$ cat src/rtl/qnorm_sq_lane.sv
module qnorm_sq_lane (
  input  logic        clk,
  input  logic        en,
  input  logic [31:0] raw,
  output logic [31:0] mag_r,
  output logic        neg_r,
  output logic [63:0] sq_r
);

  logic [31:0] mag_nxt;

  assign mag_nxt = raw[31] ? (~raw + 32'd1) : raw;

  always_ff @(posedge clk) begin
    if (en) begin
      mag_r <= mag_nxt;
      neg_r <= raw[31];
      sq_r  <= {32'd0, mag_nxt} * {32'd0, mag_nxt};
    end
  end

endmodule

$ cat config.mk
export PLATFORM = sky130hd
export DESIGN_NAME = qnorm_sq_lane
export DESIGN_NICKNAME = d
export VERILOG_FILES = /design/src/rtl/qnorm_sq_lane.sv
export SDC_FILE = /design/constraint.sdc
export NUM_CORES = 2
export LEC_CHECK = 0
export BUFFER_PORTS_ARGS = -buffer_cell sky130_fd_sc_hd__buf_2
export CORE_MARGIN = 2
export CORE_UTILIZATION = 40
export CTS_CLUSTER_SIZE = 25
export DETAILED_ROUTE_END_ITERATION = 16
export GPL_ROUTABILITY_DRIVEN = 0
export SETUP_SLACK_MARGIN = 0.2
export SYNTH_ARGS = -nofsm -noshare
export SYNTH_HDL_FRONTEND = slang
export SYNTH_SLANG_ARGS = --single-unit
export TNS_END_PERCENT = 1
$ cat constraint.sdc
create_clock -name clk -period 13.9 [get_ports clk]
set_input_delay 2.78 -clock clk [delete_from_list [all_inputs] [get_ports clk]]
set_output_delay 2.78 -clock clk [all_outputs]
set_load 0.02 [all_outputs]
== Word level (Yosys, flattened, before mapping) ==
Cells that the tools add are included.

* Register bits after elaboration: 97
* Input port bits: 34
* Output and inout bits: 97
* Logic and storage cells: 7

* Add/subtract/negate cells: 1
* $mul: 1
* Muxes and demuxes: 1
* Bitwise logic cells: 1

{| class="wikitable"
|+ Operator list
! cell !! number
|-
| multiplier 32 x 32 -> 64 bit || 1
|-
| adder 32 x 1 -> 32 bit, second input constant || 1
|-
| 2-to-1 mux 32 bit || 1
|-
| inverter 32 bit || 1
|}

== Logic depth before layout (Yosys ltp) ==
* Word-level depth: 4
* Mapped depth: 40
* Gate-level depth less buffers: 36

== Worst setup path before layout ==
Ideal clock, no wire load.

* Kind: input-to-reg
* Start point: in raw[0]
* End point: reg sq_r[62], data pin
* Setup time: 274 ps
* Data arrival time: 12187 ps
* Data required time: 13626 ps
* Path slack: 1439 ps
* Cell stages on the path: 37
* Buffers on the path: 5
* Path through: inv_1 -> clkbuf_1 -> clkbuf_1 -> ha_1 -> nand2b_1 -> or4_4 -> nand2b_4 -> or4_4 -> or3_4 -> o21ai_1 -> xnor2_1 -> buf_2 -> buf_4 -> nand2_1 -> fa_1 -> fa_1 -> inv_1 -> fa_1 -> inv_1 -> fa_1 -> inv_1 -> fa_1 -> fa_1 -> fa_1 -> inv_1 -> fa_1 -> inv_1 -> ha_1 -> clkbuf_1 -> nand4_1 -> or2_2 -> a21oi_1 -> a21oi_1 -> o21ai_0 -> o21ai_0 -> o41ai_1 -> xor2_1

* Cells in the longest elaborated chain, start to end: 4

{| class="wikitable"
|+ Ends and longest elaborated chain
! what !! line !! RTL
|-
| from (decl) || 4 || <nowiki>input logic [31:0] raw,</nowiki>
|-
| inverter 32 bit || 12 || <nowiki>assign mag_nxt = raw[31] ? (~raw + 32'd1) : raw;</nowiki>
|-
| adder 32 x 1 -> 32 bit || 12 ||
|-
| 2-to-1 mux 32 bit || 12 ||
|-
| named net mag_nxt[26] || 10 || <nowiki>logic [31:0] mag_nxt;</nowiki>
|-
| multiplier 32 x 32 -> 64 bit || 18 || <nowiki>sq_r <= {32'd0, mag_nxt} * {32'd0, mag_nxt};</nowiki>
|-
| to (signal assigned) || 18 ||
|-
| to (decl) || 7 || <nowiki>output logic [63:0] sq_r</nowiki>
|}

The timed path passes the listed nets, and every way through them passes these cells.
A chain may end at the register's enable or synchronous reset.

== Final worst setup path ==
* Start point: in raw[4]
* End point: reg sq_r[62], data pin

* Cells in the longest elaborated chain, start to end: 4

{| class="wikitable"
|+ Ends and longest elaborated chain
! what !! line
|-
| inverter 32 bit || 12
|-
| adder 32 x 1 -> 32 bit || 12
|-
| 2-to-1 mux 32 bit * || 12
|-
| multiplier 32 x 32 -> 64 bit * || 18
|}

Mark *: on every way between the ends. The rest lies on a longest branch, timed or not.

==> key figures <==
Global route
  • Global-route wire length before repair: 144,000 microns
  • Largest net degree at the start of global routing: 52
  • Overall Global Routing Usage: 0.235
  • Initial antenna violation count: 2
  • Via count of the first global-routing pass: approximately 24,000
  • Total global routing overflow: 0

Clock network
  • Number of buffers inserted to repair setup after CTS: 0
  • Clock tree from TritonCTS: yes
  • CTS buffer count: 9
  • Number of sinks handled by clock tree synthesis: 95
  • Hold bufs inserted after CTS: 0
  • Post-cts repair resize count: 0
  • Buffer depth of the longest clock path: 2
  • Root Buffer Master: clkbuf_16
  • Clock transition at path regs: around 0.09 ns
  • Number of levels the H-tree was split into: 3

Die
  • Die boundary height: 287 microns
  • Die area: a little over 0.08 sq mm
  • Effective utilization at floorplan: 0.405
  • Die extent in x: between 200 and 300 microns
  • Core Box Area: 0.0791 sq mm
  • Number of I/O pins: roughly 130
  • Site row count: 103

Worst setup path
  • Arrival time of the worst setup path: 13.26 ns
  • Worst path buffer plus inverter count: 8
  • Largest stage delay on the critical path: slightly below 0.6 ns
  • Top delay family on crit path: adder cells
  • Critical Path Start Type: input pin
  • Highest fanout seen on the critical path: 9
  • Critical-path top delay cell: o21ai_0
  • Crit path required time: around 14 ns
  • Sort of element at the end of the critical path: flop
  • Critical path's most frequent cell: fa_1
  • Setup Crit Path Kind: input pin to flop

Status
  • Outcome: complete, no violations

Detailed routing
  • First-pass DRT Iterations: 5
  • Final antenna-violating net count: 0
  • Number of DRC markers in iteration 0: ~1,500
  • Final wirelength: 93,200 microns
  • Post-DR vias/cell: 4.97
  • DRC viols: 0
  • Routed length per placed instance: just over 20 microns
  • Vias after detailed routing: 22,470

Placement
  • Number of I/O port buffers: 129
  • Detail Placement HPWL: 77,700 microns

Min path
  • Worst hold path class: input pin to flop

Run
  • Count of maximum capacitance violations: 0

Synth
  • Most used standard cell by instance count after synthesis: inv_1
  • Share of flip-flops with an asynchronous set or reset after synthesis: 0
  • Main area contributors after synthesis: fa_1, inv_1, ha_1
  • Number of unique standard cell types used by synthesis: between 60 and 70
  • Number of synthesized flops with an enable pin: 95
  • Syn Std Cell Area: around 0.032 sq mm
  • Total of flip-flops plus latches after synthesis: between 90 and 100
  • Top FF cell, synth: edfxtp_1
  • Cell types with the highest counts after synthesis: inv_1, fa_1, nor2_1
  • Fraction of post-synthesis cell area in the top cell type by area: 0.497
  • Number of instances in the synthesized netlist: approximately 3,300
  • Most area-hungry cell type in the Yosys netlist: fa_1
  • Sequential element share of the synthesized area: 0.0891
  • Warnings, synthesis: 0
  • Synth Area per Inst: about 9.6 sq um

Finish
  • Ratio of cells with drive above 1 in the final layout: 0.0723
  • Footprint of the flip-flops and latches: 0.00285 sq mm
  • Filler cell count in the final layout: just under 8,000
  • Area of the multi-input gates: 0.0251 sq mm
  • Total Nets Final: 4,575
  • Growth of design area from synthesis to finish: 7.89%

STA
  • Transition time at the pin with the least slew margin: about 1.2 ns
  • Setup-violating endpoint count in the final report: 0
  • Minimum clock period: 13.11 ns
  • Total Negative Setup Slacks: 0 ns
  • Hold Violations, Final: 0
  • Final Max Tran Viols: 0
  • RSZ-0062 raised after global routing: no
  • Max Clk Rate: about 76 MHz
  • Headroom to the max-slew limit: 0.220
  • Share of the clock period used by the worst path after layout: 0.943
[path summary, 6_finish.rpt]
kind | cells past startpoint | endpoint | start | slack (ns)
min | 2 | mag_r[0] | raw[0] | 2.90
max | 33 | sq_r[62] | raw[4] | 0.79
[cell usage in the layout, fill, tap and decap left out, types with 7 or more instances in the layout]
cell type / count
inv_1: 1001
fa_1: 795
nor2_1: 292
nand2_1: 291
ha_1: 281
buf_2: 128
edfxtp_1: 95
a21oi_1: 82
buf_4: 69
o21ai_0: 50
xnor2_1: 49
xor2_1: 47
a21o_1: 31
conb_1: 27
and2_1: 19
nand4_1: 19
nand3_1: 14
xor2_2: 10
o41ai_1: 9
a211oi_1: 9
o21bai_1: 9
clkbuf_16: 9
nor2b_1: 8
nor3_1: 8
o21a_1: 7
[per-layer routing]
metal  global-route usage  up-vias  share of wire
met5                    0        -        0.00023
met1                0.300    11601           0.39
met2                0.408      738           0.51
li1                     -     9978              -
met4               0.0844        4          0.038
met3               0.0322      149          0.064
[kinds of logic (layout without fill, tap and decap cells)]
logic type               after synthesis  count (layout)  share of synthesized area
buffers and inverters               1123            1227                      0.133
adder cells (fa/ha/maj)             1076            1076                      0.607
AND/OR/NAND/NOR                      688             688                     0.0903
AO/OA/AOI/OAI                        243             243                     0.0480
XOR/XNOR                             113             113                     0.0322
flip-flops                            95              95                     0.0891
other                                  2              30                   0.000235
multiplexers                           1               1                   0.000352
[through the flow]
stage	hold slack, ns	cell area [sq um]	setup WS [ns]	std cells	utilization
final	2.90	34500	0.790	4523	0.437
after detailed placement	3.22	34200	0.247	4504	0.433
after floorplan	2.88	32100	1.44	3366	-
after global placement	3.22	34200	0.261	4504	0.433
after global routing	2.91	34500	0.295	4520	0.437
after CTS	2.89	34500	0.642	4520	0.436
[state kept, by name, indices dropped and copies added, names as in the netlist]
register,cells
mag_r,32
neg_r,1
sq_r,62
[layout make-up]
cell class,count,area share
Sequential cell,95,0.0826
Timing Repair Buffer,198,0.0341
Multi-Input combinational cell,2148,0.727
Clock inverter,6,0.00167
Tap cell,1050,0.0380
Antenna cell,3,0.000217
Inverter,1013,0.110
Clock buffer,10,0.00663
Power is left out: the tool's default activity adds up to more than one toggle a clock period on the data nets, which glitch-free logic cannot reach.
