==> config.mk <==
export PLATFORM = sky130hd
export DESIGN_NAME = qnorm_scale_lane
export DESIGN_NICKNAME = d
export VERILOG_FILES = /design/src/rtl/qnorm_scale_lane.sv
export SDC_FILE = /design/constraint.sdc
export NUM_CORES = 2
export LEC_CHECK = 0
export BUFFER_PORTS_ARGS = -buffer_cell sky130_fd_sc_hd__buf_4
export CELL_PAD_IN_SITES_DETAIL_PLACEMENT = 0
export CELL_PAD_IN_SITES_GLOBAL_PLACEMENT = 2
export CORE_UTILIZATION = 37
export DETAILED_ROUTE_END_ITERATION = 8
export PLACE_DENSITY = 0.89
export SLEW_MARGIN = 20
export SYNTH_ARGS = -nofsm -noshare
export SYNTH_HDL_FRONTEND = slang
export SYNTH_SLANG_ARGS = --single-unit
==> constraint.sdc <==
create_clock -name clk -period 9.9 [get_ports clk]
set_input_delay 1.485 -clock clk [delete_from_list [all_inputs] [get_ports clk]]
set_output_delay 1.485 -clock clk [all_outputs]
set_load 0.005 [all_outputs]
==> src/rtl/qnorm_scale_lane.sv <==
module qnorm_scale_lane (
  input  logic        clk,
  input  logic        en,
  input  logic [31:0] mag,
  input  logic        negate,
  input  logic        zero,
  input  logic [31:0] g,
  input  logic [5:0]  shift,
  output logic [31:0] r_r
);

  logic [63:0] prod_r;
  logic        negate_r;
  logic        zero_r;
  logic [5:0]  shift_r;
  logic [63:0] rnd;
  logic [63:0] sat;

  assign rnd = (prod_r + (64'd1 << (shift_r - 6'd1))) >> shift_r;
  assign sat = (rnd > (64'd1 << 30)) ? (64'd1 << 30) : rnd;

  always_ff @(posedge clk) begin
    if (en) begin
      prod_r   <= {32'd0, mag} * {32'd0, g};
      negate_r <= negate;
      zero_r   <= zero;
      shift_r  <= shift;
      if (zero_r) r_r <= 32'd0;
      else if (negate_r) r_r <= ~sat[31:0] + 32'd1;
      else r_r <= sat[31:0];
    end
  end

endmodule
**Yosys cells after proc, flatten, opt, wreduce, memory -nomap -nowiden**

Cells that the tools add are included.

- Flip-flop bits (word level): 104
- Latch bits: 0
- RAM bits: 0
- ROM bits: 0
- Output and inout port bits: 32
- Memories: 0

- Add/sub/neg operators: 3
- $mul: 1
- Divide/modulo/power cells: 0
- Magnitude comparators: 1
- Equal/unequal tests: 0
- Shift-type cells: 2
- Multiplexer cells: 2
- Bitwise operators: 1
- Reductions and logical operators: 0

Operators by type and width:

| operator | number |
|---|---|
| 64-bit adder | 1 |
| 64-bit by 31-bit greater-than comparator with 1-bit output, second input constant | 1 |
| 32-bit by 32-bit multiplier with 64-bit output | 1 |
| 32-bit 2-to-1 mux | 2 |
| 1-bit by 6-bit left shift with 64-bit output, first input constant | 1 |
| 64-bit by 6-bit >> shifter with 64-bit output | 1 |
| 32-bit by 1-bit adder with 32-bit output, second input constant | 1 |
| 32-bit inverter | 1 |
| 6-bit by 1-bit subtractor with 6-bit output, second input constant | 1 |

**Longest topological paths before layout**

- Word-level depth: 9
- Gate-level depth with buffers: 36
- Depth with buffers taken out: 34

**Least setup slack after synthesis**

No wires, ideal clock.

- Path kind: in2reg
- Start point: input mag[20]
- End point: register prod_r[63], data pin
- Library setup time: 260 ps
- Arrival time: 9,491 ps
- Data required time: 9,640 ps
- Setup slack: 149 ps
- Stages: 34
- Path buffers: 1
- Path through: clkbuf_1 -> nand2_1 -> fa_1 -> inv_1 -> fa_1 -> inv_1 -> fa_1 -> inv_1 -> fa_1 -> inv_1 -> fa_1 -> inv_1 -> fa_1 -> fa_1 -> inv_1 -> fa_1 -> inv_1 -> ha_1 -> a21o_1 -> a21o_1 -> a21o_1 -> a21o_1 -> a211oi_1 -> o21ai_0 -> a2111oi_0 -> or3b_2 -> a31o_2 -> o31a_1 -> o311ai_0 -> a21o_1 -> a41o_1 -> a31o_2 -> a21oi_1 -> xnor2_1

- Longest elaborated chain between the ends: 1

RTL lines:

| element | line | source |
|---|---|---|
| start, declared | 4 | `input logic [31:0] mag,` |
| 32-bit by 32-bit multiplier with 64-bit output | 24 | `prod_r <= {32'd0, mag} * {32'd0, g};` |
| end signal, assigned | 24 |  |
| end, declared | 12 | `logic [63:0] prod_r;` |

No other way between the ends.
A chain may end at the register's enable or synchronous reset.

**Worst setup path after layout**

- Start point: input mag[15]
- End point: register prod_r[63], data pin

The elaborated chain is that of the path after synthesis.

==> out/qor.csv <==
metric;value;unit
status;finished clean;
RSZ-0062 raised after global routing;no;
Unique masters post-synth;119;
crit start category;primary input;
DRT antenna net count;0;
CTS Buf Count;9;
postcts setup bufs;0;
htree depth;3;
Critical Path Source;mag[15];
CP Max Fanout;14;
Synth area leaders;fa_1 37%, ha_1 8.4%, nand2_1 7.8%, inv_1 7.7%, edfxtp_1 6.4%;
Mean Syn Cell Area;8.34;um2
CTS tree;built;
EDFF count, synth;104;
Final Hold Slack;0.970;ns
Layout area overhead;9.96;%
final hold viol count;0;
slowest cell on the critical path;fa_1;
via count;42700;
Hold Startpoint;zero_r;
Final setup viols;0;
area of the core;130000;um2
Die Ht;365;um
GPL Wtd Cong;0.978;
grt ovf;0;
Critical Path Max Stage Delay;0.58;ns
sequential share of the synthesized area;6.42;%
Post-synth ARST share;0;%
num ports;106;
cell area after synthesis;48700;um2
Syn Nets;7135;
CTS Buffer Depth;2;
synth cell count leaders;1008 x nand2_1, 995 x inv_1, 897 x fa_1;
max cap viols;0;
IO Port Bufs;105;
final cycle utilization of the critical path;96.0;%
fraction of layout cells with a size suffix above 1;10.7;%
drt wl/cell;21.9;um
top-area cell type share of the netlist area;36.9;%
Iter 0 DRT Violations;3124;
initial antenna violation count;5;
largest area contributor in the netlist;fa_1;
reg-to-reg startpoint;shift_r[1];
WL final;169000;um
nets;7276;
Die Area;133000;um2
Hold Buf Count CTS;0;
average vias per placed instance;5.52;
Setup CP Type;in -> reg;
synth warn;0;
global-route wire length before repair;262000;um
largest net degree at the start of global routing;79;
Slew @ Worst Pin;1.10;ns
DRC errors left;0;
latest clock arrival within the worst-skew pair;0.43;ns
count leader, synth;nand2_1;
Hold/Removal Path Class;reg -> reg;
clock transition at the registers of the reported paths;0.09;ns
Final Critical Period;9.50;ns
CP Capture Type;flop;
Chip Width;365;um
Worst EP required;10.06;ns
max_slew headroom;24.8;%
Cell Rows;132;
gr usage total;25.6;%
Worst Skew;0.0216;ns
Mapped Cells;5837;
dominant synthesized flop cell;edfxtp_1;
f_max;105;MHz
vias in the first global route;43800;
Starting Density;37.4;%
HPWL Detailed;145000;um
Initial DRT Pass Iterations;8;
cell repeated most along the worst path;fa_1;
Pins Over Slew Limit;0;
Root Driver;clkbuf_16;
Post-CTS Resized;0;
clk sink count;104;
worst path arrival time;9.67;ns
register bit count reported by yosys;104;
[critical path, delay by kind of cell]
kind	cells	cell delay [ns]
adder cells (fa/ha/maj)	9	4.32
AO/OA/AOI/OAI	9	1.83
buffers and inverters	8	1.05
AND/OR/NAND/NOR	4	0.83
XOR/XNOR	1	0.12
[layer usage]
layer  up-vias  routed length (um)  track usage, %
met1     21800               74100            34.3
met2      1369               80800            43.4
li1      19200                   -               -
met3       272                8550            2.14
met5         -                  44               0
met4         6                5760            8.38
[metrics by stage]
stage / setup slack [ns] / setup TNS (ns) / std cells / cell area, um2 / util [%]
after global routing: 0.0112 / 0 / 7727 / 53500 / 41.2
after CTS: 0.127 / 0 / 7725 / 53400 / 41.1
after global placement: -0.217 / -0.944 / 7709 / 53100 / 40.9
after detailed placement: -0.298 / -1.57 / 7709 / 53100 / 40.9
final: 0.395 / 0 / 7727 / 53500 / 41.2
after floorplan: 0.149 / 0 / 5837 / 48700 / -
[cell type report]
cell class | count | area [um2]
fillers | 13200 | 76500
multi-input cells | 4386 | 40400
inverters | 997 | 3740
repair buffers | 480 | 3720
flip-flops and latches | 104 | 3120
well taps | 1742 | 2180
clock buffers | 9 | 225
clock inverters | 7 | 88.8
diodes | 2 | 5.00
[sequential cells by signal, summed over array words and instances, names as in the netlist]
signal    cells
prod_r       64
r_r          32
shift_r       6
negate_r      1
zero_r        1
[worst paths after layout]
kind	to	slack, ns	cells past startpoint
worst max-delay path	prod_r[63]	0.40	31
worst min-delay path	r_r[14]	0.97	1
worst max register to register	r_r[4]	0.74	29
worst min register to register	r_r[14]	0.97	1
[cells in the final DEF, fill, tap and decap left out, types with 21 or more instances in the layout]
| cell type | netlist | final |
|---|---|---|
| nand4_1 | 55 | 55 |
| fa_1 | 897 | 897 |
| a21oi_1 | 219 | 219 |
| mux2i_1 | 54 | 54 |
| nor2_1 | 256 | 255 |
| nor3_1 | 98 | 98 |
| nand2b_1 | 29 | 29 |
| nand3_1 | 85 | 85 |
| and4_1 | 22 | 22 |
| ha_1 | 327 | 327 |
| and2_1 | 270 | 270 |
| or3_1 | 31 | 31 |
| or2_2 | 21 | 21 |
| buf_4 | 5 | 470 |
| nand2_1 | 1008 | 1008 |
| and3_1 | 33 | 33 |
| a31oi_1 | 45 | 45 |
| a211oi_1 | 43 | 42 |
| xor2_1 | 28 | 28 |
| o31ai_1 | 24 | 24 |
| o21ai_0 | 130 | 129 |
| o211ai_1 | 44 | 44 |
| a21o_1 | 82 | 82 |
| inv_1 | 995 | 994 |
| edfxtp_1 | 104 | 104 |
| o21a_1 | 34 | 34 |
| xnor2_1 | 84 | 84 |
[logic make-up (layout without fill, tap and decap cells)]
| family | Yosys count | in the layout | synth area share (%) |
|---|---|---|---|
| fa+ha+maj | 1224 | 1224 | 45.3 |
| flops | 104 | 104 | 6.42 |
| compound gates | 961 | 961 | 14.0 |
| xor+xnor | 112 | 112 | 2.02 |
| buf+inv | 1347 | 1493 | 10.6 |
| other cells | 0 | 2 | 0 |
| simple gates | 1999 | 1999 | 19.2 |
| mux | 90 | 90 | 2.41 |
Power is left out: the tool's default activity adds up to more than one toggle a clock period on the data nets, which glitch-free logic cannot reach.
