<file path="config.mk">
export PLATFORM = sky130hd
export DESIGN_NAME = qnorm_merge
export DESIGN_NICKNAME = d
export VERILOG_FILES = /design/src/rtl/qnorm_pkg.sv /design/src/rtl/qnorm_merge.sv
export SDC_FILE = /design/constraint.sdc
export NUM_CORES = 1
export LEC_CHECK = 0
export ABC_CLOCK_PERIOD_IN_PS = 5100
export BUFFER_PORTS_ARGS = -buffer_cell sky130_fd_sc_hd__buf_2
export CORE_MARGIN = 5
export CORE_UTILIZATION = 31
export DETAILED_ROUTE_END_ITERATION = 10
export PLACE_DENSITY = 0.63
export SYNTH_ARGS = -nofsm -noshare
export SYNTH_HDL_FRONTEND = slang
export SYNTH_SLANG_ARGS = --single-unit
</file>
<file path="constraint.sdc">
create_clock -name clk -period 5.1 [get_ports clk]
set_input_delay 0.255 -clock clk [delete_from_list [all_inputs] [get_ports clk]]
set_output_delay 0.255 -clock clk [all_outputs]
set_load 0.005 [all_outputs]
</file>
<file path="src/rtl/qnorm_pkg.sv">
package qnorm_pkg;

  localparam int DIV_BITS = 32;
  localparam int RSQRT_STEPS_DEF = 3;
  localparam int WIN_W = 21;
  localparam logic [20:0] WINDOW_RESET = 21'd23170;

  typedef struct packed {
    logic        zero;
    logic        shortcut;
    logic [5:0]  shift;
    logic [39:0] d;
    logic [61:0] mn;
  } qnorm_cls_t;

  typedef struct packed {
    logic        zero;
    logic        shortcut;
    logic [5:0]  shift;
  } qnorm_info_t;

  typedef struct packed {
    logic [3:0][31:0] mag;
    logic [3:0]       neg;
    logic             flip;
  } qnorm_side_t;

  function automatic logic [31:0] rsqrt_seed(input logic [3:0] top);
    logic [31:0] s;
    case (top)
      4'd4:    s = 32'd2024667000;
      4'd5:    s = 32'd1831380200;
      4'd6:    s = 32'd1684624800;
      4'd7:    s = 32'd1568300300;
      4'd8:    s = 32'd1473161600;
      4'd9:    s = 32'd1393471400;
      4'd10:   s = 32'd1325455700;
      4'd11:   s = 32'd1266516800;
      4'd12:   s = 32'd1214800200;
      4'd13:   s = 32'd1168942000;
      4'd14:   s = 32'd1127913700;
      default: s = 32'd1090922800;
    endcase
    return s;
  endfunction

endpackage

</file>
<file path="src/rtl/qnorm_merge.sv">
module qnorm_merge (
  input  logic                   clk,
  input  logic                   en,
  input  logic [63:0]            sq [0:3],
  input  logic [20:0]            window,
  output qnorm_pkg::qnorm_cls_t  cls_r
);

  logic [64:0]  m_r;
  logic [63:0]  m_lo;
  logic         carry;
  logic [63:0]  diff;
  logic [5:0]   p;
  logic [5:0]   pe;
  logic [127:0] wide;
  logic [39:0]  d_w;
  logic [64:0]  dsum;
  qnorm_pkg::qnorm_cls_t cls_nxt;

  localparam logic [63:0] ONE = 64'h0100_0000_0000_0000;

  assign m_lo  = m_r[63:0];
  assign carry = m_r[64];
  assign diff  = (m_lo >= ONE) ? (m_lo - ONE) : (ONE - m_lo);
  assign dsum  = {1'b0, ONE} + {1'b0, m_lo};
  assign d_w   = dsum[64:25];

  always_comb begin
    p = 6'd0;
    for (int i = 0; i < 64; i++) begin
      if (m_lo[i]) p = 6'(i);
    end
  end

  assign pe   = {p[5:1], 1'b0};
  assign wide = {62'd0, m_lo, 2'b00} << (6'd62 - pe);

  always_comb begin
    cls_nxt.zero     = !carry && (m_lo == 64'd0);
    cls_nxt.shortcut = !carry && (diff < {27'd0, window, 16'd0});
    cls_nxt.d        = d_w;
    if (carry) begin
      cls_nxt.mn    = 62'h1000_0000_0000_0000;
      cls_nxt.shift = 6'd33;
    end else begin
      cls_nxt.mn    = wide[65:4];
      cls_nxt.shift = 6'd1 + {1'b0, p[5:1]};
    end
    if (cls_nxt.shortcut) cls_nxt.shift = 6'd29;
  end

  always_ff @(posedge clk) begin
    if (en) begin
      m_r   <= {1'b0, sq[0]} + {1'b0, sq[1]} + {1'b0, sq[2]} + {1'b0, sq[3]};
      cls_r <= cls_nxt;
    end
  end

endmodule

</file>
After elaboration in Yosys (flattened, before gate mapping)
Index checks and enable logic that the tools add are counted.
{"block": "classes", "n_addsub": 8, "n_lt_le_gt_ge": 2, "shifts": 1, "mux": 65, "n_reduce_logical": 5}
{"operator": "two-way mux 6 bit", "n": 63}
{"operator": "adder 65 x 64 -> 65 bit", "n": 2}
{"operator": "left shift 66 x 6 -> 66 bit", "n": 1}
{"operator": "adder 57 x 64 -> 65 bit, first input constant", "n": 1}
{"operator": "adder 64 x 64 -> 65 bit", "n": 1}
{"operator": "greater-or-equal comparator 64 x 57 -> 1 bit, second input constant", "n": 1}
{"operator": "zero test 64 bit", "n": 1}
{"operator": "less-than comparator 64 x 37 -> 1 bit", "n": 1}
{"operator": "two-way mux 64 bit", "n": 1}
{"operator": "subtractor 57 x 64 -> 64 bit, first input constant", "n": 1}
{"operator": "subtractor 64 x 57 -> 64 bit, second input constant", "n": 1}
{"operator": "adder 1 x 5 -> 6 bit, first input constant", "n": 1}
{"operator": "subtractor 6 bit, first input constant", "n": 1}
{"operator": "logical AND 1 bit", "n": 2}
{"operator": "OR reduction 2 bit", "n": 1}
{"operator": "zero test 1 bit", "n": 1}
{"operator": "two-way mux 1 bit", "n": 1}
{"block": "totals", "reg_bits": 175, "input_bits": 279, "out_inout_bits": 110, "word_cells": 88}

Longest topological paths before layout
Gate-level depths: netlist (run 1).
{"block": "logic_depth", "ltp_word": 65, "ltp_mapped": 22, "depth_no_buf": 18}

Worst setup path before layout (run 1)
OpenSTA, ideal clock, no wires.
{"block": "synth_path", "path_kind": "register -> register", "from": "reg m_r[43]", "to": "reg cls_r[103] (netlist bit) (data pin)", "setup_time_ns": 0.255, "t_arrival_ns": 4.774, "required_time_ns": 4.845, "slack_ns": 0.071, "stages_incl_launch_ff": 22, "path_buffers": 4, "synth_period_minus_slack_ns": 5.029, "cell_sequence": "edfxtp_1 -> buf_2 -> or4_1 -> buf_2 -> or4_4 -> nor4_4 -> a31o_2 -> buf_6 -> clkbuf_1 -> a21oi_1 -> xor2_1 -> ha_1 -> a21oi_1 -> nor2b_1 -> o21ai_0 -> nand2b_1 -> a211oi_1 -> o2111ai_1 -> or4_1 -> nor4_2 -> nor2_1 -> and2_1"}
{"block": "synth_via", "elab_chain_len": 22, "elab_cells_between_ends": 29, "cone_classes": "add/sub: 3; order compare: 2; mux: 22; reduce/logical: 2"}
{"item": "from (decl)", "line_no": "qnorm_merge.sv:9", "rtl": "logic [64:0] m_r;"}
{"item": "from (signal assigned)", "line_no": "qnorm_merge.sv:54", "rtl": "m_r <= {1'b0, sq[0]} + {1'b0, sq[1]} + {1'b0, sq[2]} + {1'b0, sq[3]};"}
{"item": "two-way mux 6 bit (21 in a row)", "line_no": "qnorm_merge.sv:31", "rtl": "if (m_lo[i]) p = 6'(i);"}
{"item": "adder 1 x 5 -> 6 bit", "line_no": "qnorm_merge.sv:47", "rtl": "cls_nxt.shift = 6'd1 + {1'b0, p[5:1]};"}
{"item": "to (signal assigned)", "line_no": "qnorm_merge.sv:55", "rtl": "cls_r <= cls_nxt;"}
{"item": "to (decl)", "line_no": "qnorm_merge.sv:6", "rtl": "output qnorm_pkg::qnorm_cls_t cls_r"}
Parallel ways exist; a longest one is shown, timed or not.
A chain may end at the register's enable or synchronous reset.

Final worst setup path (run 1)
{"block": "layout_path", "from": "reg m_r[3]", "to": "reg cls_r[103] (netlist bit) (data pin)"}
{"block": "layout_via", "elab_chain_len": 62, "elab_cells_between_ends": 69, "cone_classes": "add/sub: 3; order compare: 2; mux: 62; reduce/logical: 2"}
{"item": "two-way mux 6 bit (61 in a row)", "line_no": "qnorm_merge.sv:31"}
{"item": "adder 1 x 5 -> 6 bit", "line_no": "qnorm_merge.sv:47"}
Parallel ways exist; a longest one is shown, timed or not.

==> results of run 1 <==
## worst max-delay path by stage
stage                     cells past startpoint               from                       end  slack [ns]
after floorplan                              21  m_r[43]$_DFFE_PP_  cls_r[103]$_SDFFCE_PP0P_        0.07
after global placement                       18             sq[10]         m_r[64]$_DFFE_PP_       -0.05
after detailed placement                     18  m_r[15]$_DFFE_PP_  cls_r[103]$_SDFFCE_PP0P_       -0.17
after CTS                                    18  m_r[35]$_DFFE_PP_  cls_r[103]$_SDFFCE_PP0P_        0.04
after global routing                         18   m_r[3]$_DFFE_PP_  cls_r[103]$_SDFFCE_PP0P_       -0.06
final                                        18   m_r[3]$_DFFE_PP_  cls_r[103]$_SDFFCE_PP0P_        0.10
## per-stage QoR
| step | area [um^2] | util, % |
|---|---|---|
| floorplan | 16990 | - |
| finish | 21150 | 39.15 |
| detailed placement | 20470 | 37.88 |
| global route | 21150 | 39.14 |
| CTS | 21080 | 39.01 |
| global placement | 20470 | 37.88 |
## worst register-to-register path, delay by kind of cell, from the launching register on
family                   cells  cell delay [ns]
AO/OA/AOI/OAI                6             1.02
XOR/XNOR                     1             0.18
adder cells (fa/ha/maj)      1             0.33
buffers and inverters        1             0.22
flip-flops                   1             0.42
AND/OR/NAND/NOR              9             2.59
## area by class of cell
cell class | count | area, um^2 | area share, %
multi-input combinational | 1358 | 11300 | 53.41
sequential | 175 | 5255 | 24.85
timing repair buffer | 517 | 2945 | 13.93
tap | 696 | 870.8 | 4.118
clock buffer | 18 | 429.2 | 2.029
inverter | 49 | 183.9 | 0.8697
clock inverter | 12 | 161.4 | 0.7632
antenna | 3 | 7.507 | 0.03550
## flip-flops by register name, summed over array words and instances (netlist names)
register and cells:
m_r 65, cls_r 110
## cell usage in the layout (no fill, tap or decap), drive strengths merged, types with 19 or more instances in the layout
master and instances:
nor3 26, a21oi 109, mux2i 145, fa 128, ha 89, xor2 33, nand3 25, a21o 57
edfxtp 175, buf 517, inv 52, nand2 130, xnor2 56, a211oi 19, nor2 148, o21ai 69
nand4 23
## cells by family after synthesis
group | after synthesis | synth area share [%]
compound gates | 428 | 16.94
buf+inv | 138 | 3.130
flops | 175 | 30.93
xor+xnor | 89 | 4.588
mux | 163 | 9.735
fa+ha+maj | 217 | 21.63
simple gates | 461 | 13.05
## power by group through the flow
stage / sequential, uW / combinational [uW] / clock, uW
floorplan: 2840 / 4430 / 0
detailed placement: 2820 / 7420 / 0
CTS: 2800 / 7480 / 1370
finish: 2780 / 7570 / 1330
global route: 2860 / 8260 / 1430
global placement: 2820 / 7390 / 0
## layer usage
metal	part of all wire, %	vias to the layer above	GRT usage (%)	wire length [um]
met5	0.022	-	0	13
met4	1.9	2	4.597	1146
met3	5.1	64	2.981	3048
met2	48	499	32.16	28390
met1	45	7317	26.98	27100
li1	-	7140	-	-
## what timing repair did
action / CTS / global route
buffers inserted: 0 / 3
endpoints found under the setup margin: 5 / 5
pin swaps: 1 / 14
gates resized for setup: 3 / 13
==> PnR_summary.wiki, run 1 <==
{| class="wikitable"
! Metric !! Value
|-
| Final cell count without fillers || 2828
|-
| Switching Share || a little under half
|-
| Nature of the critical path startpoint || register
|-
| Layout area overhead || 24.47%
|-
| Fin Setup TNS || 0 ns
|-
| Post-detailed-routing wire length || 59.69 mm
|-
| Clock share of power || a little under an eighth
|-
| Largest area contributor in the netlist || edfxtp_1
|-
| FMAX || about 200 MHz
|-
| Proportion of synthesized flip-flops having asynchronous set or reset || 0%
|-
| Number of endpoints with negative hold slack in the final report || 0
|-
| Number of instances on the worst hold path || 2
|-
| Destination of the worst register-to-register timing path || cls_r[103]$_SDFFCE_PP0P_
|-
| Launching point of the worst reg2reg path || m_r[3]$_DFFE_PP_
|-
| Max Fanout on Critical Path || 4
|-
| Number of violations of the max-capacitance limit || 0
|-
| Number of top-level pins || between 300 and 400
|-
| Number of cells after detailed placement || about 2800
|-
| Skew final || 0.01243 ns
|-
| Top cell type's share of synthesized area || between 30% and 40%
|-
| Path category of the worst min-delay check || input port to register
|-
| Worst hold slack across all endpoints || 0.1521 ns
|-
| Fillers || 5331
|-
| Global-route total usage across every layer || 19.44%
|-
| Initial drt markers || roughly 1200
|-
| Horiz. Die Dim || around 240 um
|-
| Core Footprint || 0.05403 mm^2
|-
| Maximum count of clock buffers along a single path || 2
|-
| Power density relative to cell area || approximately 550 mW/mm^2
|-
| Sink count of the clock tree || about 180
|-
| Status || finished clean
|-
| Number of buffers inserted by port buffering || about 390
|-
| Post-Syn Nets || between 2000 and 2500
|-
| Number of storage elements in the synthesis netlist || approximately 180
|-
| Mean routed wirelength per cell || between 20 and 25 um
|-
| Share of cells above drive strength 1 || roughly 28%
|-
| Leading cell types by total area after synthesis || edfxtp_1, fa_1, mux2i_1
|-
| R2R Setup Slk || between 0.1 and 0.15 ns
|-
| Least-Margin Pin Slew || between 1 and 1.5 ns
|-
| Most numerous cell in the Yosys netlist || edfxtp_1
|-
| Slowest cell on the critical path || or4_4
|-
| Portion of total power attributed to sequential cells || between 20% and 30%
|-
| Final ANT Viol Nets || 0
|-
| Worst-case hold path end point || m_r[0]$_DFFE_PP_
|-
| HPWL reported at the end of detailed placement || 49.00 mm
|-
| Switching Power || roughly 5400 uW
|-
| Relative slew margins || 32.56%
|-
| Seq/Total Area, Yosys || between 30% and 40%
|-
| Root Driver || clkbuf_16
|-
| Synthesized area per cell || between 10 and 15 um^2
|-
| Cell Int Power || about 6300 uW
|-
| Global-route wire length before repair || 91.20 mm
|-
| Fraction of the cycle the final worst path needs || around 98%
|-
| Worst EP arrival || around 5.2 ns
|-
| Placement Rows || between 80 and 90
|-
| Worst hold start || sq[192]
|-
| Buf/Inv on CP || 1
|-
| Routed vias || 15020
|-
| Die Outline Area || 0.05959 mm^2
|-
| Warning count from the yosys run || 0
|-
| EDFF count, synth || ~180
|-
| Maximum number of pins on one net before global-route repair || 108
|-
| Antenna violations before repair || 4
|-
| Total grt overflow || 0
|-
| Power share of the combinational group || between 60% and 70%
|-
| RSZ-0062 raised after global routing || yes
|-
| Max stage delay on crit path || 0.61 ns
|-
| Clock H-tree levels || 4
|-
| Number of distinct library cells after synthesis || slightly below 80
|-
| Post-layout worst setup margin || approximately 0.10 ns
|-
| CTS clk-pin slew, worst paths || 0.07 ns
|-
| Most used cell, CP || or4_4
|-
| Predominant post-synthesis flop cell || edfxtp_1
|-
| # setup viols final || 0
|-
| Type of the worst setup path || register to register
|-
| Worst skew pair latency || approximately 0.45 ns
|-
| Quantity of hold-fixing buffers added after cts || 0
|-
| Placement-stage worst setup slack || -0.1738 ns
|-
| Top cells by count, synth || edfxtp_1, nor2_1, mux2i_1
|-
| R2r worst-path depth || 18
|-
| Height of the chip || 244.1 um
|-
| Via count of the first global-routing pass || roughly 16000
|-
| Data required time at the worst endpoint || 5.31 ns
|-
| Vias per inst || around 5.3
|-
| Routability congestion estimate from global placement || around 0.92
|-
| Final-report max-slew violation count || 0
|-
| Gate count after technology mapping || around 1700
|-
| First-pass iteration count of the detailed router || 5
|-
| Crit-path cells || or4_4 > or4_4 > nor4_4 > a31o_2 > a21oi_2 > xor2_1 > ha_1 > a21oi_2 > nor2b_1 > o21ai_1 > nand2b_1 > a211oi_2 > o2111ai_1 > or4_4 > nor4_4 > buf_4 > nor2_4 > and2_1
|-
| Post-layout net count || around 2600
|-
| Post-Synthesis Cell Area || between 0.015 and 0.02 mm^2
|-
| Top Family by Delay on Critical Path || simple AND/OR/NAND/NOR gates
|-
| Initial standard-cell utilization of the core || a little under a third
|-
| Num CTS Buffers || 17
|-
| Post-route total power || about 12000 uW
|-
| Detailed-route DRC error count || 0
|-
| Clock tree from TritonCTS || yes
|-
| Max rail drop VDD || between 0.2 and 0.25 mV
|-
| Endpoint kind of the worst setup timing path || register
|-
| Reported leakage power || between 0.009 and 0.01 uW
|-
| Final min period || 4.997 ns
|}
Power figures use the tool's default switching activity.
==> run 2: changes to the inputs <==
- ABC_CLOCK_PERIOD_IN_PS: 5100 -> 5300
- PLACE_DENSITY: 0.63 -> 0.61
- clock period: 5.1 -> 5.3 ns (I/O delays scaled with it)
==> PnR_summary.wiki, run 2 (synthesis results as in run 1) <==
{| class="wikitable"
! Metric !! Value
|-
| # setup viols final || 0 (unchanged)
|-
| Grt met2 use || 33.29% (+1.1 points)
|-
| Sink count of the clock tree || 175 (unchanged)
|-
| Final-report max-slew violation count || 0 (unchanged)
|-
| Initial standard-cell utilization of the core || 31.45% (unchanged)
|-
| Clock share of power || 12.9% (+1.5 points)
|-
| GRT busiest layer || met2
|-
| Core Footprint || 0.05403 mm^2 (unchanged)
|-
| Clock tree from TritonCTS || yes
|-
| Global-route wire length before repair || 93.25 mm (+2.3%)
|-
| CTS clk-pin slew, worst paths || 0.07 ns (about the same)
|-
| Maximum number of pins on one net before global-route repair || 175 (+62%)
|-
| R2r worst-path depth || 18 (unchanged)
|-
| Power share of the combinational group || 62.8% (-2.0 points)
|-
| Height of the chip || 244.1 um (unchanged)
|-
| Worst EP arrival || 5.24 ns (+0.03 ns)
|-
| Total grt overflow || 0 (unchanged)
|-
| Placement-stage worst setup slack || 0.1449 ns (+0.3186 ns)
|-
| Max stage delay on crit path || 0.69 ns (+0.08 ns)
|-
| Switching Power || 5226 uW (-2.8%)
|-
| Register with the highest flop count || cls_r
|-
| RSZ-0062 raised after global routing || no
|-
| Slowest cell on the critical path || or4_1
|-
| Leading registers by flop count || cls_r (110), m_r (65)
|-
| Relative slew margins || 32.46% (-0.10 points)
|-
| Number of buffers inserted by port buffering || 388 (unchanged)
|-
| Nature of the critical path startpoint || register
|-
| HPWL reported at the end of detailed placement || 49.55 mm (+1.1%)
|-
| Placement Rows || 85 (unchanged)
|-
| End of the critical path || cls_r[103]$_SDFFCE_PP0P_
|-
| Portion of total power attributed to sequential cells || 24.3% (+0.5 points)
|-
| Post-layout worst setup margin || 0.2701 ns (+0.1668 ns)
|-
| Max rail drop VDD || 0.1972 mV (-6.1%)
|-
| Detailed-route DRC error count || 0 (unchanged)
|-
| Crit-path cells || or4_1 > or4_1 > nor4_4 > a31o_2 > a21oi_1 > xor2_1 > ha_1 > a21oi_1 > nor2b_1 > o21ai_0 > nand2b_1 > a211oi_1 > o2111ai_1 > or4_1 > nor4_2 > buf_4 > nor2_1 > and2_1
|-
| Switching Share || 46.03% (about the same)
|-
| Vias per inst || 5.429 (+2.2%)
|-
| Post-detailed-routing wire length || 61.08 mm (+2.3%)
|-
| Number of violations of the max-capacitance limit || 0 (unchanged)
|-
| Clock H-tree levels || 4 (unchanged)
|-
| Post-layout net count || 2582 (-1.2%)
|-
| Horiz. Die Dim || 244.1 um (unchanged)
|-
| Global-route total usage across every layer || 19.92% (+0.48 points)
|-
| Max Fanout on Critical Path || 5 (+1)
|-
| Worst skew pair latency || 0.45 ns (about the same)
|-
| Number of endpoints with negative hold slack in the final report || 0 (unchanged)
|-
| Least-Margin Pin Slew || 1.013 ns (+0.002969 ns)
|-
| Routability congestion estimate from global placement || 0.9099 (-1.1%)
|-
| FMAX || 198.8 MHz (-0.66%)
|-
| Num CTS Buffers || 17 (unchanged)
|-
| Reported leakage power || 0.009354 uW (-1.1%)
|-
| Layout area overhead || 23.32%
|-
| Final ANT Viol Nets || 0 (unchanged)
|-
| Destination of the worst register-to-register timing path || cls_r[103]$_SDFFCE_PP0P_
|-
| Most common cell after layout, fill and taps aside || buf_2
|-
| Number of flip-flops in the largest register || 110 (unchanged)
|-
| Fraction of the cycle the final worst path needs || 94.90% (-3.1 points)
|-
| Die Outline Area || 0.05959 mm^2 (unchanged)
|-
| Global routing usage on met3 || 3.494% (+0.51 points)
|-
| Path category of the worst min-delay check || input port to register
|-
| R2R Setup Slk || 0.27 ns (+0.17 ns)
|-
| First-pass iteration count of the detailed router || 6 (+1)
|-
| Via count of the first global-routing pass || 15460 (-0.98%)
|-
| Reg area || 0.005255 mm^2 (unchanged)
|-
| Skew final || 0.01418 ns (+0.001747 ns)
|-
| Number of top-level pins || 389 (unchanged)
|-
| Final min period || 5.030 ns (+0.03321 ns)
|-
| Power density relative to cell area || 541.8 mW/mm^2 (-1.9%)
|-
| Share of cells above drive strength 1 || 26.35% (-1.5 points)
|-
| Launching point of the worst reg2reg path || m_r[15]$_DFFE_PP_
|-
| Most used cell, CP || or4_1
|-
| Mean routed wirelength per cell || 21.85 um (+3.5%)
|-
| Fin Setup TNS || 0 ns (unchanged)
|-
| Data required time at the worst endpoint || 5.51 ns (+0.20 ns)
|-
| Initial drt markers || 1280 (+7.6%)
|-
| Status || finished clean
|-
| Launch point of the worst path || m_r[15]$_DFFE_PP_
|-
| Type of the worst setup path || register to register
|-
| Met1 Usage GRT || 27.41% (+0.43 points)
|-
| Antenna violations before repair || 2 (-2)
|-
| Cell Int Power || 6128 uW (-2.8%)
|-
| Endpoint kind of the worst setup timing path || register
|-
| Total area of multi-input combinational cells || 0.01125 mm^2 (-0.43%)
|-
| Maximum count of clock buffers along a single path || 2 (unchanged)
|-
| Routed vias || 15180 (+1.0%)
|-
| Root Driver || clkbuf_16
|-
| Commonest non-fill, non-tap cells in the layout || buf_2, edfxtp_1, nor2_1, mux2i_1, nand2_1
|-
| Fillers || 5393 (+1.2%)
|}
==> run 2: worst min-delay path by stage <==
stage / from / end / slack (ns) / cells after the start
floorplan: en / cls_r[0]$_SDFFCE_PP0P_ / 0.38 / 0
CTS: sq[192] / m_r[0]$_DFFE_PP_ / 0.12 / 2
detailed placement: en / cls_r[103]$_SDFFCE_PP0P_ / 0.48 / 1
finish: sq[192] / m_r[0]$_DFFE_PP_ / 0.15 / 2
global placement: en / cls_r[103]$_SDFFCE_PP0P_ / 0.48 / 1
global route: sq[192] / m_r[0]$_DFFE_PP_ / 0.13 / 2
==> run 2: metrics by stage <==
| stage | cell area [um^2] | hold slack [ns] | total power, uW | std cells | util [%] |
|---|---|---|---|---|---|
| floorplan | 16990 | 0.3775 | 7002 | 1671 | - |
| global placement | 20240 | 0.4832 | 9797 | 2760 | 37.47 |
| detailed placement | 20240 | 0.4816 | 9833 | 2760 | 37.47 |
| CTS | 20930 | 0.1214 | 11350 | 2793 | 38.74 |
| global route | 20950 | 0.1339 | 12170 | 2796 | 38.78 |
| finish | 20950 | 0.1521 | 11350 | 2796 | 38.78 |
==> run 2: cell type report <==
| cell class | count | area share (%) |
|---|---|---|
| multi-input combinational | 1358 | 53.68 |
| sequential | 175 | 25.08 |
| timing repair buffer | 485 | 12.96 |
| tap | 696 | 4.156 |
| clock buffer | 17 | 2.030 |
| clock inverter | 15 | 1.206 |
| inverter | 49 | 0.8778 |
| antenna | 1 | 0.01194 |
==> run 2: what timing repair did <==
action                                 4_1_cts  5_1_grt
resized for setup                            0        1
hold buffers                                 1        0
endpoints found under the hold margin        1        0
setup buffers                                0        2
setup endpoints to repair                    0        2
==> run 2: power groups by stage <==
stage	sequential, uW	clock [uW]	combinational, uW
6_report	2760	1460	7130
3_5_place_dp	2800	0	7030
5_1_grt	2840	1560	7780
2_1_floorplan	2740	0	4260
4_1_cts	2770	1500	7080
3_3_place_gp	2780	0	7020
==> run 2: layer usage <==
metal / part of all wire (%) / vias to the layer above
met3: 5.8 / 67
met4: 1.6 / 2
met5: 0.021 / -
met1: 44 / 7488
met2: 48 / 569
li1: - / 7053
==> run 2: critical path, delay by kind of cell (launching register included) <==
kind            cells  cell delay (ns)
xor+xnor            1             0.15
fa+ha+maj           1             0.31
flops               1             0.45
simple gates        9             2.70
buf+inv             1             0.20
compound gates      6             0.97
